--- src/hdl/pes_pkg.sv ---
`default_nettype none
package pes_pkg;
	localparam int POS_W = 32;
	localparam int DIR_W = 16;
	localparam int RES_W = 31;
	localparam int CFG_W = 31;
	localparam int MAX_DIVISIONS_DEF = 32;
	localparam logic [RES_W-1:0] RES_RESET = 31'd65536;

	localparam logic [0:0] REG_CLOSED = 1'd0;
	localparam logic [0:0] REG_RES = 1'd1;

	typedef enum logic [3:0] {
		S_IDLE,
		S_RR,
		S_LEN_MUL,
		S_LEN_ACC,
		S_CNT_INIT,
		S_CNT,
		S_DIV_GO,
		S_DIV_WAIT,
		S_PT_INIT,
		S_PT_CALC,
		S_ECHO,
		S_OUT
	} state_t;

	typedef struct packed {
		logic start;
		logic done;
	} div_ctl_t;
endpackage
`default_nettype wire

--- src/hdl/pes_div.sv ---
`default_nettype none
module pes_div #(
	parameter int DW = 32,
	parameter int VW = 6
) (
	input  wire logic                 clk,
	input  wire logic                 arst_n,
	input  wire pes_pkg::div_ctl_t    ctl_in,
	output pes_pkg::div_ctl_t         ctl_out,
	input  wire logic [DW-1:0]        dividend,
	input  wire logic [VW-1:0]        divisor,
	output logic [DW-1:0]             quot,
	output logic [VW-1:0]             rem
);
	localparam int CW = $clog2(DW + 1);

	logic          busy_q;
	logic          done_q;
	logic [CW-1:0] cnt_q;
	logic [DW-1:0] dvd_q;
	logic [DW-1:0] quot_q;
	logic [VW-1:0] rem_q;
	logic [VW:0]   trial;
	logic [VW:0]   diff;
	logic          fits;

	assign trial = {rem_q, dvd_q[DW-1]};
	assign fits = trial >= {1'b0, divisor};
	assign diff = trial - {1'b0, divisor};

	always_ff @(posedge clk or negedge arst_n) begin
		if (!arst_n) begin
			busy_q <= 1'b0;
			done_q <= 1'b0;
			cnt_q <= '0;
		end else begin
			done_q <= 1'b0;
			if (ctl_in.start) begin
				busy_q <= 1'b1;
				cnt_q <= CW'(DW);
			end else if (busy_q) begin
				cnt_q <= cnt_q - CW'(1);
				if (cnt_q == CW'(1)) begin
					busy_q <= 1'b0;
					done_q <= 1'b1;
				end
			end
		end
	end

	always_ff @(posedge clk) begin
		if (ctl_in.start) begin
			dvd_q <= dividend;
			rem_q <= '0;
			quot_q <= '0;
		end else if (busy_q) begin
			dvd_q <= {dvd_q[DW-2:0], 1'b0};
			quot_q <= {quot_q[DW-2:0], fits};
			rem_q <= fits ? diff[VW-1:0] : trial[VW-1:0];
		end
	end

	assign ctl_out.start = busy_q;
	assign ctl_out.done = done_q;
	assign quot = quot_q;
	assign rem = rem_q;
endmodule
`default_nettype wire

--- config.mk ---
export PLATFORM = sky130hd
export DESIGN_NAME = pes_div
export DESIGN_NICKNAME = d
export VERILOG_FILES = /design/src/hdl/pes_pkg.sv /design/src/hdl/pes_div.sv
export SDC_FILE = /design/constraint.sdc
export NUM_CORES = 1
export LEC_CHECK = 0
export BUFFER_PORTS_ARGS = -buffer_cell sky130_fd_sc_hd__buf_2
export CAP_MARGIN = 20
export CORE_UTILIZATION = 53
export DETAILED_ROUTE_END_ITERATION = 8
export PLACE_DENSITY = 0.77
export SKIP_LAST_GASP = 1
export SYNTH_ARGS = -nofsm -noshare
export SYNTH_HDL_FRONTEND = slang
export SYNTH_SLANG_ARGS = --single-unit
--- constraint.sdc ---
create_clock -name clk -period 2.2 [get_ports clk]
set_clock_uncertainty 0.05 [all_clocks]
set_input_delay 0.33 -clock clk [delete_from_list [all_inputs] [get_ports clk]]
set_output_delay 0.33 -clock clk [all_outputs]
set_load 0.05 [all_outputs]
==> summary.md, run 1 <==
From bottom edge to top edge, the die measures 82.3 microns. Summed over all nets, the switching power comes to 1450 uW. TritonCTS built the clock tree. Along the worst path, the maximum fanout reaches 2. The clock drives 78 sinks. The top-area cell type share of the netlist area is 28.1%, and the flip-flop and latch count after synthesis is 78. In this design, the stage delay of the slowest critical-path cell is 0.40 ns.

Net switching is 34.6% of the power. The startpoint class of the critical path is a flop. Across every metal layer, demand over resource in global routing totals 19.3%. Power density over the cells: 1020 nW/um^2. The transition time of the tightest slew-check pin came out at 0.594 ns. The tools report the total wire length after detailed routing as 6.21 mm.

The run gives 2130 as the via count of the first global-routing pass. Walking the worst path, the cells encountered are inv_1 > ha_1 > fa_1 > or2b_1 > a21oi_1 > xor2_1 > mux2i_1 > a211oi_1. The clock network is responsible for 23.5% of the overall power. The wire length of the first global-routing pass is 9.80 mm, and the count of boundary I/O pins is 82.

The routed layout has 2302 vias. The min-delay analysis places its worst path in the category primary input to flop. Slowest stage cell on the critical path: sky130_fd_sc_hd__fa_1. Of the cells placed in the final design, the portion with a size suffix greater than 1 is 37.9%. The number of inserted diodes is 0, and the minimum period implied by the final worst setup slack is 2.06 ns.

The synthesized netlist contains 38 unique library cells. The run finished with clean final reports. Counting cells, the worst reg-to-reg path comes to 8. The run gives 0 ns as the sum of negative setup slack. The root buffer cell chosen for the clock tree is sky130_fd_sc_hd__clkbuf_8. Category of the most critical setup path: flop to flop.

The run gives 486 MHz as the maximum operating frequency. The arrival time reported for the critical path endpoint was 2.26 ns; the post-detailed-route wirelength per cell was 14.1 microns. The relative max-transition margin was 59.8%. The path with the worst hold slack has its endpoint at dvd_q[0]. In this run the number of H-tree levels came out at 3. The fill cell total of the finished layout came out at 498.

For the initial antenna violation count, the log shows 0. The tools report the maximum number of pins on one net before global-route repair as 47. The number of setup violations in the final report is 0. Setup repair after global routing left no endpoint under its margin. The analysis attributes to cell leakage a power of 0.00205 uW. In this run the critical register-to-register path is captured at rem[4]. The internal power consumption is 2730 uW. The top cell types in the final layout, fill and taps aside, are 80 x sky130_fd_sc_hd__buf_2, 50 x sky130_fd_sc_hd__nor2_1, 38 x sky130_fd_sc_hd__dfxtp_1, 35 x sky130_fd_sc_hd__mux2i_1, 32 x sky130_fd_sc_hd__edfxtp_1. Summed over all layers, the global routing overflow is 0. The setup check on the worst reg-to-reg path leaves a slack of 0.14 ns. The count of buffers inserted at the top-level ports was 80; the buffer depth of the longest clock path was 2. By area the synthesized netlist is led by sky130_fd_sc_hd__edfxtp_1 28%, sky130_fd_sc_hd__dfxtp_1 22%, sky130_fd_sc_hd__mux2i_1 10%.

Peak ir drop on the vdd network: 1.09 mV. The register share of total power was 44.5%. The area growth from synthesis to layout is 20.2%. For this run, the register share of the synthesized area comes to 56.2%. Die area: 6780 sq um. STA classifies the critical path endpoint as a flop. The library cell used most frequently in the layout, excluding fill and tap cells, is sky130_fd_sc_hd__buf_2. The worst hold path depth was 2; the total number of nets in the final design was 414. The mean number of vias per cell came out at 5.21. Largest area contributor in the synthesized netlist: sky130_fd_sc_hd__edfxtp_1. The worst hold path begins at dividend[0]. The final worst-path cycle share is 93.5%, and the detailed placer's ending HPWL is 4.21 mm. In this run the remaining antenna-violating nets after routing total 0. The most used flip-flop cell after synthesis is sky130_fd_sc_hd__dfxtp_1.

The number of standard cells in the final layout excluding fillers was 442. The clock reaches the later pin of the worst-skew pair after 0.34 ns. At the worst endpoint, the required time is 2.40 ns. The number of DRC markers after the initial detailed-route iteration was 104.

The tools report the weighted congestion at the end of routability-driven global placement as 0.789. Once the floorplan was initialized, standard cells occupied 56.4% of the core. The region available for standard cell placement spans 6060 sq um.

In the synthesized netlist, the number of instances is 280. Clock-pin slew was measured on the worst setup and hold paths at 0.08 ns. The hold violation total from the final report is 0.

During synthesis, Yosys emitted a total of 0 warnings. The mean area per synthesized cell works out to 12.2 sq um. TritonCTS created 9 clock buffers. Across the run, the number of max-cap violations was 0. The worst register-to-register path begins at dvd_q[31]. In this run, placement finished with an instance count of 423. From left edge to right edge, the die measures 82.3 microns. The logs give 332 for the number of nets produced by synthesis and 0 for the final max-slew violation count. In this run the cell area of the synthesized design comes to 3420 sq um. The logs give 28 for the row count and 0 for the final routed DRC violation total. Per report_power, the combinational group accounts for 32.0% of the total. The share of flip-flops with an asynchronous set or reset came out at 10.3%. The number of flops mapped to enable cells by yosys was 32; the number of optimization iterations in the first detailed-route pass was 4.
## power groups by stage
stage	Sequential, uW	Clock (uW)	Combinational (uW)
final	1860	981	1340
after global routing	1880	1060	1460
after CTS	1860	1010	1290
after detailed placement	1890	0	1280
after global placement	1880	0	1240
after floorplan	2080	0	797
## critical path: cells and delay by family (launching register included)
family	cells	cell delay, ns
adders and majority gates	2	0.59
AOI/OAI and AO/OA	2	0.39
DFF	1	0.38
and+or+nand+nor	1	0.24
xor gates and xnor gates	1	0.17
muxes	1	0.09
buffers and inverters	1	0.07
## routing by layer
metal  vias to the layer above  wire length (microns)  GRT usage (%)
li1                       1143                      -              -
met2                        54                   2970           30.5
met1                      1098                   2900           25.0
met3                         7                    265           5.16
met4                         0                     78           7.89
met5                         -                      0              0
## area by class of cell
type                       count  area [sq um]  share of cell area [%]
clock inverter                 6          43.8                    1.07
inverter                      12          45.0                    1.10
timing repair buffer          88           488                    11.9
tap                           75          93.8                    2.28
clock buffer                  10           138                    3.35
sequential                    78          1920                    46.8
multi-input combinational    173          1380                    33.5
## per-stage QoR
step           setup slack [ns]  util, %  hold WS, ns  cell area [sq um]  total power, uW
6_report                  0.143     67.8        0.226               4110             4180
5_1_grt                  0.0425     67.8        0.226               4110             4410
4_1_cts                  0.0812     67.5        0.216               4090             4160
3_5_place_dp             0.0976     64.4        0.134               3900             3170
3_3_place_gp              0.124     64.4        0.131               3900             3130
2_1_floorplan            0.0337        -      -0.0156               3420             2880
## Yosys cell counts (2+ instances only)
library cell / count
sky130_fd_sc_hd__a21oi_1: 6
sky130_fd_sc_hd__buf_4: 2
sky130_fd_sc_hd__a211oi_1: 5
sky130_fd_sc_hd__xor2_1: 3
sky130_fd_sc_hd__edfxtp_1: 32
sky130_fd_sc_hd__dfxtp_1: 38
sky130_fd_sc_hd__nor3_1: 3
sky130_fd_sc_hd__ha_1: 9
sky130_fd_sc_hd__mux2i_1: 35
sky130_fd_sc_hd__inv_1: 12
sky130_fd_sc_hd__or4b_1: 2
sky130_fd_sc_hd__o311ai_1: 2
sky130_fd_sc_hd__nor2_1: 50
sky130_fd_sc_hd__buf_2: 3
sky130_fd_sc_hd__mux2_2: 31
sky130_fd_sc_hd__and2_1: 2
sky130_fd_sc_hd__clkbuf_1: 9
sky130_fd_sc_hd__xnor2_1: 4
sky130_fd_sc_hd__buf_1: 3
sky130_fd_sc_hd__dfrtp_1: 8
sky130_fd_sc_hd__nand2_1: 3
sky130_fd_sc_hd__nand4b_1: 2
## registers in the layout, summed over array words and instances (netlist names)
signal  cells
dvd_q      32
busy_q      1
quot       32
done_q      1
cnt_q       6
rem         6
## kinds of logic (layout without fill, tap and decap cells)
family / after synthesis / in the layout / synth area share [%]
flops: 78 / 78 / 56.2
simple gates: 69 / 69 / 9.33
mux: 66 / 66 / 20.5
buf+inv: 29 / 116 / 3.51
compound gates: 21 / 21 / 4.83
fa+ha+maj: 10 / 10 / 3.88
xor+xnor: 7 / 7 / 1.79
## timing repair
action                                  in CTS  in global routing
hold buffers                                 1                  0
hold endpoints to repair                     8                  0
buffers inserted                             0                  2
endpoints found under the setup margin       0                  2
gates resized for setup                      0                  0
## worst max-delay path by stage
stage | start | end | slack (ns) | cells after the start
2_1_floorplan | rem[0] | rem[4] | 0.03 | 7
3_3_place_gp | divisor[0] | rem[1] | 0.12 | 7
3_5_place_dp | divisor[0] | rem[1] | 0.1 | 7
4_1_cts | dvd_q[31] | rem[0] | 0.08 | 7
5_1_grt | dvd_q[31] | rem[0] | 0.04 | 7
6_report | dvd_q[31] | rem[4] | 0.14 | 8
(Power assumes the default switching activity.)
==> inputs of run 2 (changes only) <==
Clock period 2.2 ns to 1.9 ns, I/O delays scaled along.
==> summary.md, run 2 (synthesis results as in run 1) <==
The sum of negative setup slack came out at -0.154 ns (-0.154 ns). The run gives 0 (unchanged) as the remaining global-route overflow. The final reports fail on setup timing.

The detailed placer's ending HPWL is 4.21 mm (about the same). The top cell types in the final layout, fill and taps aside, are 80 x sky130_fd_sc_hd__buf_2, 50 x sky130_fd_sc_hd__nor2_1, 35 x sky130_fd_sc_hd__mux2i_1, 33 x sky130_fd_sc_hd__dfxtp_1, 32 x sky130_fd_sc_hd__edfxtp_1. The slowest stage of the critical path belongs to the cell sky130_fd_sc_hd__edfxtp_1. The tools report the peak ir drop on the vdd network as 1.16 mV (+6.6%). The cell occurring most often along the worst timing path is sky130_fd_sc_hd__buf_12. The chip width was 82.3 microns (unchanged); the fraction of met2 tracks used by global routing was 33.6% (+3.1 points). The setup slack after placement was -0.122 ns (-0.219 ns). The H-tree depth reported by CTS is 3 (unchanged).

Setup repair after global routing could not meet its margin everywhere. The share of final-layout standard cells stronger than drive strength 1 came out at 43.8% (+6.0 points). The final max-slew violation count is 0 (unchanged). The run gives 428 (+3.4%) as the total number of nets in the final design. The placeable core region is 6060 sq um (unchanged), and the number of standard cells in the final layout excluding fillers is 456 (+3.2%). The number of inserted diodes came out at 0 (unchanged).

The total leakage power came out at 0.00212 uW (+3.5%). Startpoint class of the critical path: a flop. The wire length of the first global-routing pass is 10.1 mm (+3.2%). The cell family contributing the most delay on the critical path is flip-flops. The insertion delay of the later-clocked pin in the worst-skew pair was 0.34 ns (about the same).

The overall global routing resource usage was 20.2% (+0.91 points). CTS placed an instance of sky130_fd_sc_hd__clkbuf_8 at the clock tree root. The die extent in y came out at 82.3 microns (unchanged).

The run gives 2.06 ns (-0.34 ns) as the data required time at the worst endpoint. The maximum operating frequency came out at 502 MHz (+3.2%). The most common library cell in the layout ignoring fill and taps is sky130_fd_sc_hd__buf_2. The max-cap violation count was 0 (unchanged).

Traced cell by cell, the critical path runs through inv_2 > ha_4 > and2b_4 > o21ai_4 > a41oi_4 > buf_12 > buf_12 > mux2i_1 > a211oi_2. The layout overhead on the synthesized area was 25.2%. Busiest layer in global routing: met2. The critical path buffer and inverter count is 3 (+2), and the via count of the first global-routing pass is 2250 (+5.6%). In this run the worst hold path is classified as primary input to flop. The highest fanout seen on the critical path is 4 (+2). The buffer depth of the longest clock path was 2 (unchanged).

The final worst-path cycle share was 105% (+11 points). The die area came out at 6780 sq um (unchanged). The relative max-transition margin was 63.4% (+3.6 points); the power density over the cells was 1240 nW/um^2 (+21%). The peak per-stage delay on the critical path is 0.40 ns (about the same), and the net load switching power is 1770 uW (+22%).

The worst setup margin is -0.0926 ns (-0.236 ns). The number of sinks handled by clock tree synthesis was 78 (unchanged); the mean number of vias per cell was 5.14 (-1.3%). The initial antenna violation count is 0 (unchanged), and the hold violation total from the final report is 0 (unchanged). Met3 usage in global routing: 5.05% (-0.11 points). The flow ran to the end, but the final reports show violations. The clock edge transition at the registers on the reported setup and hold paths is 0.08 ns (about the same). The global-route track usage on met1 is 24.5% (-0.49 points), and the fraction of power spent switching nets is 33.5% (-1.2 points).

Number of nets with antenna violations after detailed routing: 0 (unchanged). The number of setup violations in the final report is 4 (+4), and the count of buffers inserted at the top-level ports is 80 (unchanged). TritonCTS built the clock tree. The post-detailed-route wirelength per cell came out at 13.9 microns (-1.4%). The worst setup path is of the flop to flop kind.

Total via count after detailed routing: 2344 (+1.8%). The clock network fraction of total power is 22.0% (-1.5 points). The power share of the combinational group is 37.3% (+5.3 points), and the register share of total power is 40.7% (-3.8 points). The logs give 70.6% (+2.8 points) for the final core utilization and 56.4% (unchanged) for the initial core utilization. The tools report the endpoint type of the worst setup path as a flop. The total wire length after detailed routing was 6.32 mm (+1.7%). The internal power consumption was 3520 uW (+29%); the transition time of the tightest slew-check pin was 0.541 ns (-0.0531 ns). The fill cell total of the finished layout came out at 443 (-11%). The minimum period implied by the final worst setup slack is 1.99 ns (-0.0640 ns). The count of boundary I/O pins is 82 (unchanged), and the power after layout is 5290 uW (+27%). The tools report the weighted congestion at the end of routability-driven global placement as 0.880 (+12%). The arrival time reported for the critical path endpoint was 2.16 ns (-0.10 ns); the number of DRC markers after the initial detailed-route iteration was 126 (+21%). The tools report the number of clock buffers inserted by TritonCTS as 9 (unchanged). The tools report the row count as 28 (unchanged). Number of placed instances, taps included: 435 (+2.8%).

The final routed DRC violation total was 0 (unchanged). The run gives 40 (-15%) as the maximum number of pins on one net before global-route repair. The tools report the number of optimization iterations in the first detailed-route pass as 4 (unchanged).
==> run 2: what timing repair did <==
action | in CTS | in global routing
pin swaps | 6 | 4
hold buffers | 1 | 0
setup buffers | 3 | 1
gates resized for setup | 6 | 3
endpoints found under the hold margin | 8 | 0
endpoints found under the setup margin | 5 | 6
==> run 2: power by group through the flow <==
stage	Sequential [uW]	Combinational (uW)	Clock, uW
3_5_place_dp	2190	1690	0
4_1_cts	2160	1890	1190
2_1_floorplan	2430	924	0
5_1_grt	2190	2140	1260
3_3_place_gp	2190	1660	0
6_report	2150	1970	1170
==> run 2: worst paths after layout <==
path / from / end / slack, ns / cells past startpoint
max: dvd_q[31] / rem[4] / -0.09 / 9
min: dividend[0] / dvd_q[0] / 0.19 / 2
max reg2reg: dvd_q[31] / rem[4] / -0.09 / 9
min reg2reg: quot[31] / quot[31] / 0.45 / 2
max in group asynchronous: arst_n / busy_q / 1.36 / 2
min in group asynchronous: arst_n / cnt_q[3] / 0.26 / 2
==> run 2: stage by stage <==
| step | hold slack (ns) | area, sq um |
|---|---|---|
| CTS | 0.179 | 4260 |
| global route | 0.172 | 4280 |
| detailed placement | 0.0861 | 3990 |
| finish | 0.191 | 4280 |
| global placement | 0.0851 | 3990 |
| floorplan | -0.0606 | 3430 |
==> run 2: layout make-up <==
cell class              count  area, sq um  share of cell area, %
clock inverters             6         43.8                   1.02
inverters                  12         48.8                   1.14
multi-input cells         173         1420                   33.2
clock buffers              10          149                   3.48
well taps                  75         93.8                   2.19
flip-flops and latches     78         1930                   45.1
repair buffers            102          593                   13.9
==> run 2: routing by layer <==
metal	part of all wire, %	vias up
met5	0	-
met4	1.3	0
met3	4.3	10
met2	51	54
met1	44	1110
li1	-	1170
==> inputs of run 3 (changes only) <==
Clock period 1.9 ns to 2.21 ns, I/O delays scaled along.
==> summary.md, run 3 (synthesis results as in run 1) <==
The tools report the peak ir drop on the vdd network as 0.948 mV (-18%). Register share of total power: 43.8% (+3.1 points). For the number of setup violations in the final report, the log shows 0 (-4).

Leaving out fill and tap cells, the most frequent cell in the layout is sky130_fd_sc_hd__buf_2. The run finished with clean final reports. The hold violation total from the final report was 0 (unchanged); the mean number of vias per cell was 5.21 (+1.4%). TritonCTS built the clock tree. The run gives 0 (unchanged) as the number of nets with antenna violations after detailed routing. In this run the critical register-to-register path is launched from dvd_q[31]. The run gives 6780 sq um (unchanged) as the die area. The critical path depth in cells is 8 (-1). The worst setup path is of the flop to flop kind. Fill cell total of the finished layout: 486 (+9.7%).

The max-cap violation count came out at 0 (unchanged). The placeable core region is 6060 sq um (unchanged). Share of final-layout standard cells stronger than drive strength 1: 37.5% (-6.3 points).

The logs give 19.3% (-0.92 points) for the overall global routing resource usage and 1410 uW (-20%) for the net load switching power. The tools report the number of clock buffers inserted by TritonCTS as 9 (unchanged). The transition time of the tightest slew-check pin was 0.606 ns (+0.0644 ns). The clock edge transition at the registers on the reported setup and hold paths was 0.08 ns (about the same); the maximum number of pins on one net before global-route repair was 47 (+18%). The chip width works out to 82.3 microns (unchanged). The highest fanout seen on the critical path was 2 (-2); the count of boundary I/O pins was 82 (unchanged). The minimum period implied by the final worst setup slack was 2.04 ns (+0.0496 ns); the wire length of the first global-routing pass was 9.67 mm (-4.4%). The clock network fraction of total power is 24.3% (+2.3 points), and the sum of negative setup slack is 0 ns (+0.154 ns). The insertion delay of the later-clocked pin in the worst-skew pair was 0.35 ns (about the same); the data required time at the worst endpoint was 2.41 ns (+0.35 ns). The path class of the tightest hold or removal check is primary input to flop. The run gives 2 (unchanged) as the buffer depth of the longest clock path.

Leaving out fill and tap cells, the most frequent cells in the layout are 80 x sky130_fd_sc_hd__buf_2, 50 x sky130_fd_sc_hd__nor2_1, 38 x sky130_fd_sc_hd__dfxtp_1, 35 x sky130_fd_sc_hd__mux2i_1, 32 x sky130_fd_sc_hd__edfxtp_1. The row count is 28 (unchanged). The run gives 0 (unchanged) as the final routed DRC violation total. The number of DRC markers after the initial detailed-route iteration is 81 (-36%), and the count of buffers inserted at the top-level ports is 80 (unchanged). The kind of cell adding the most delay to the critical path was adder cells. The minimum setup slack among reg-to-reg paths came out at 0.17 ns (+0.26 ns).

Number of sinks handled by clock tree synthesis: 78 (unchanged). The tools report the detailed placer's ending HPWL as 4.20 mm (-0.30%). Number of optimization iterations in the first detailed-route pass: 4 (unchanged).

Following the worst setup path forward leads to its endpoint at rem[4]. The depth of the worst register-to-register path came out at 8 (-1). The arrival time reported for the critical path endpoint is 2.25 ns (+0.09 ns).

The via count of the first global-routing pass was 2173 (-3.4%); the die extent in y was 82.3 microns (unchanged). The fraction of power spent switching nets works out to 33.3% (-0.21 points). For the initial antenna violation count, the log shows 0 (unchanged). The tools report the worst hold-check slack as 0.216 ns (+0.0250 ns). The post-detailed-route wirelength per cell is 13.9 microns (+0.31%). The slowest stage of the critical path is the sky130_fd_sc_hd__fa_1 cell. The run gives 2840 uW (-19%) as the internal power consumption. The startpoint class of the critical path was a flop. The power density over the cells is 1030 nW/um^2 (-17%). The peak per-stage delay on the critical path works out to 0.41 ns (about the same). The final max-slew violation count is 0 (unchanged), and the final core utilization is 68.2% (-2.5 points).

The H-tree depth reported by CTS came out at 3 (unchanged). The worst setup path is captured at a flop. Walking the worst path, the cells encountered are inv_1 > ha_1 > fa_1 > or2b_1 > a21oi_1 > xor2_1 > mux2i_1 > a211oi_1. The final worst-path cycle share came out at 92.4% (-12 points). The total via count after detailed routing is 2310 (-1.5%), and the maximum operating frequency is 490 MHz (-2.4%). The run gives 59.1% (-4.4 points) as the relative max-transition margin. The total wire length after detailed routing came out at 6.16 mm (-2.5%). For the initial core utilization, the log shows 56.4% (unchanged). The end of the worst register-to-register path was rem[4]. The logs give 0 (unchanged) for the remaining global-route overflow and 0 (unchanged) for the number of inserted diodes. The most critical setup path has its startpoint at dvd_q[31]. The run gives 415 (-3.0%) as the total number of nets in the final design. Setup repair after global routing left no endpoint under its margin. The logs give 31.9% (-5.4 points) for the power share of the combinational group and 0.791 (-10%) for the weighted congestion at the end of routability-driven global placement.

The layout overhead on the synthesized area works out to 20.8%. The root buffer cell chosen for the clock tree is sky130_fd_sc_hd__clkbuf_8. Total leakage power: 0.00206 uW (-3.0%). Critical path buffer and inverter count: 1 (-2).
[run 3: worst min path at each step]
stage,startpoint,endpoint,cells after the start
after floorplan,arst_n,busy_q,0
after global placement,arst_n,cnt_q[4],1
after detailed placement,arst_n,cnt_q[3],1
after CTS,dividend[0],dvd_q[0],2
after global routing,dividend[0],dvd_q[0],2
final,dividend[0],dvd_q[0],2
[run 3: power by group through the flow]
stage | registers, uW | logic [uW] | clock network (uW)
after floorplan | 2070 | 794 | 0
after global placement | 1870 | 1240 | 0
after detailed placement | 1890 | 1270 | 0
after CTS | 1860 | 1280 | 1070
after global routing | 1880 | 1490 | 1110
final | 1860 | 1360 | 1030
[run 3: timing repair]
| action | in CTS | in global routing |
|---|---|---|
| hold buffers | 1 | 0 |
| setup buffers | 0 | 3 |
| gates resized for setup | 0 | 0 |
| endpoints found under the setup margin | 0 | 1 |
| hold endpoints to repair | 8 | 0 |
[run 3: final cells by class]
| class | instances | area [sq um] | share of cell area [%] |
|---|---|---|---|
| Sequential cell | 78 | 1920 | 46.5 |
| Multi-Input combinational cell | 173 | 1380 | 33.3 |
| Timing Repair Buffer | 89 | 495 | 12.0 |
| Clock buffer | 14 | 184 | 4.45 |
| Tap cell | 75 | 93.8 | 2.27 |
| Inverter | 12 | 45.0 | 1.09 |
| Clock inverter | 2 | 12.5 | 0.303 |
[run 3: stage by stage]
step	power (uW)	std cells	area, sq um	setup slack [ns]
3_3_place_gp	3110	423	3900	0.131
3_5_place_dp	3160	423	3900	0.104
2_1_floorplan	2870	280	3420	0.0437
6_report	4250	443	4130	0.168
5_1_grt	4480	443	4130	0.0187
4_1_cts	4210	440	4110	0.131
[run 3: metal layers]
layer  wire [microns]  global-route usage [%]  part of all wire (%)  vias to the layer above
met3              383                    7.14                   6.2                        9
li1                 -                       -                     -                     1149
met5                0                       0                     0                        -
met1             2650                    23.1                    43                     1093
met4               84                    6.67                   1.4                        0
met2             3040                    31.7                    49                       59
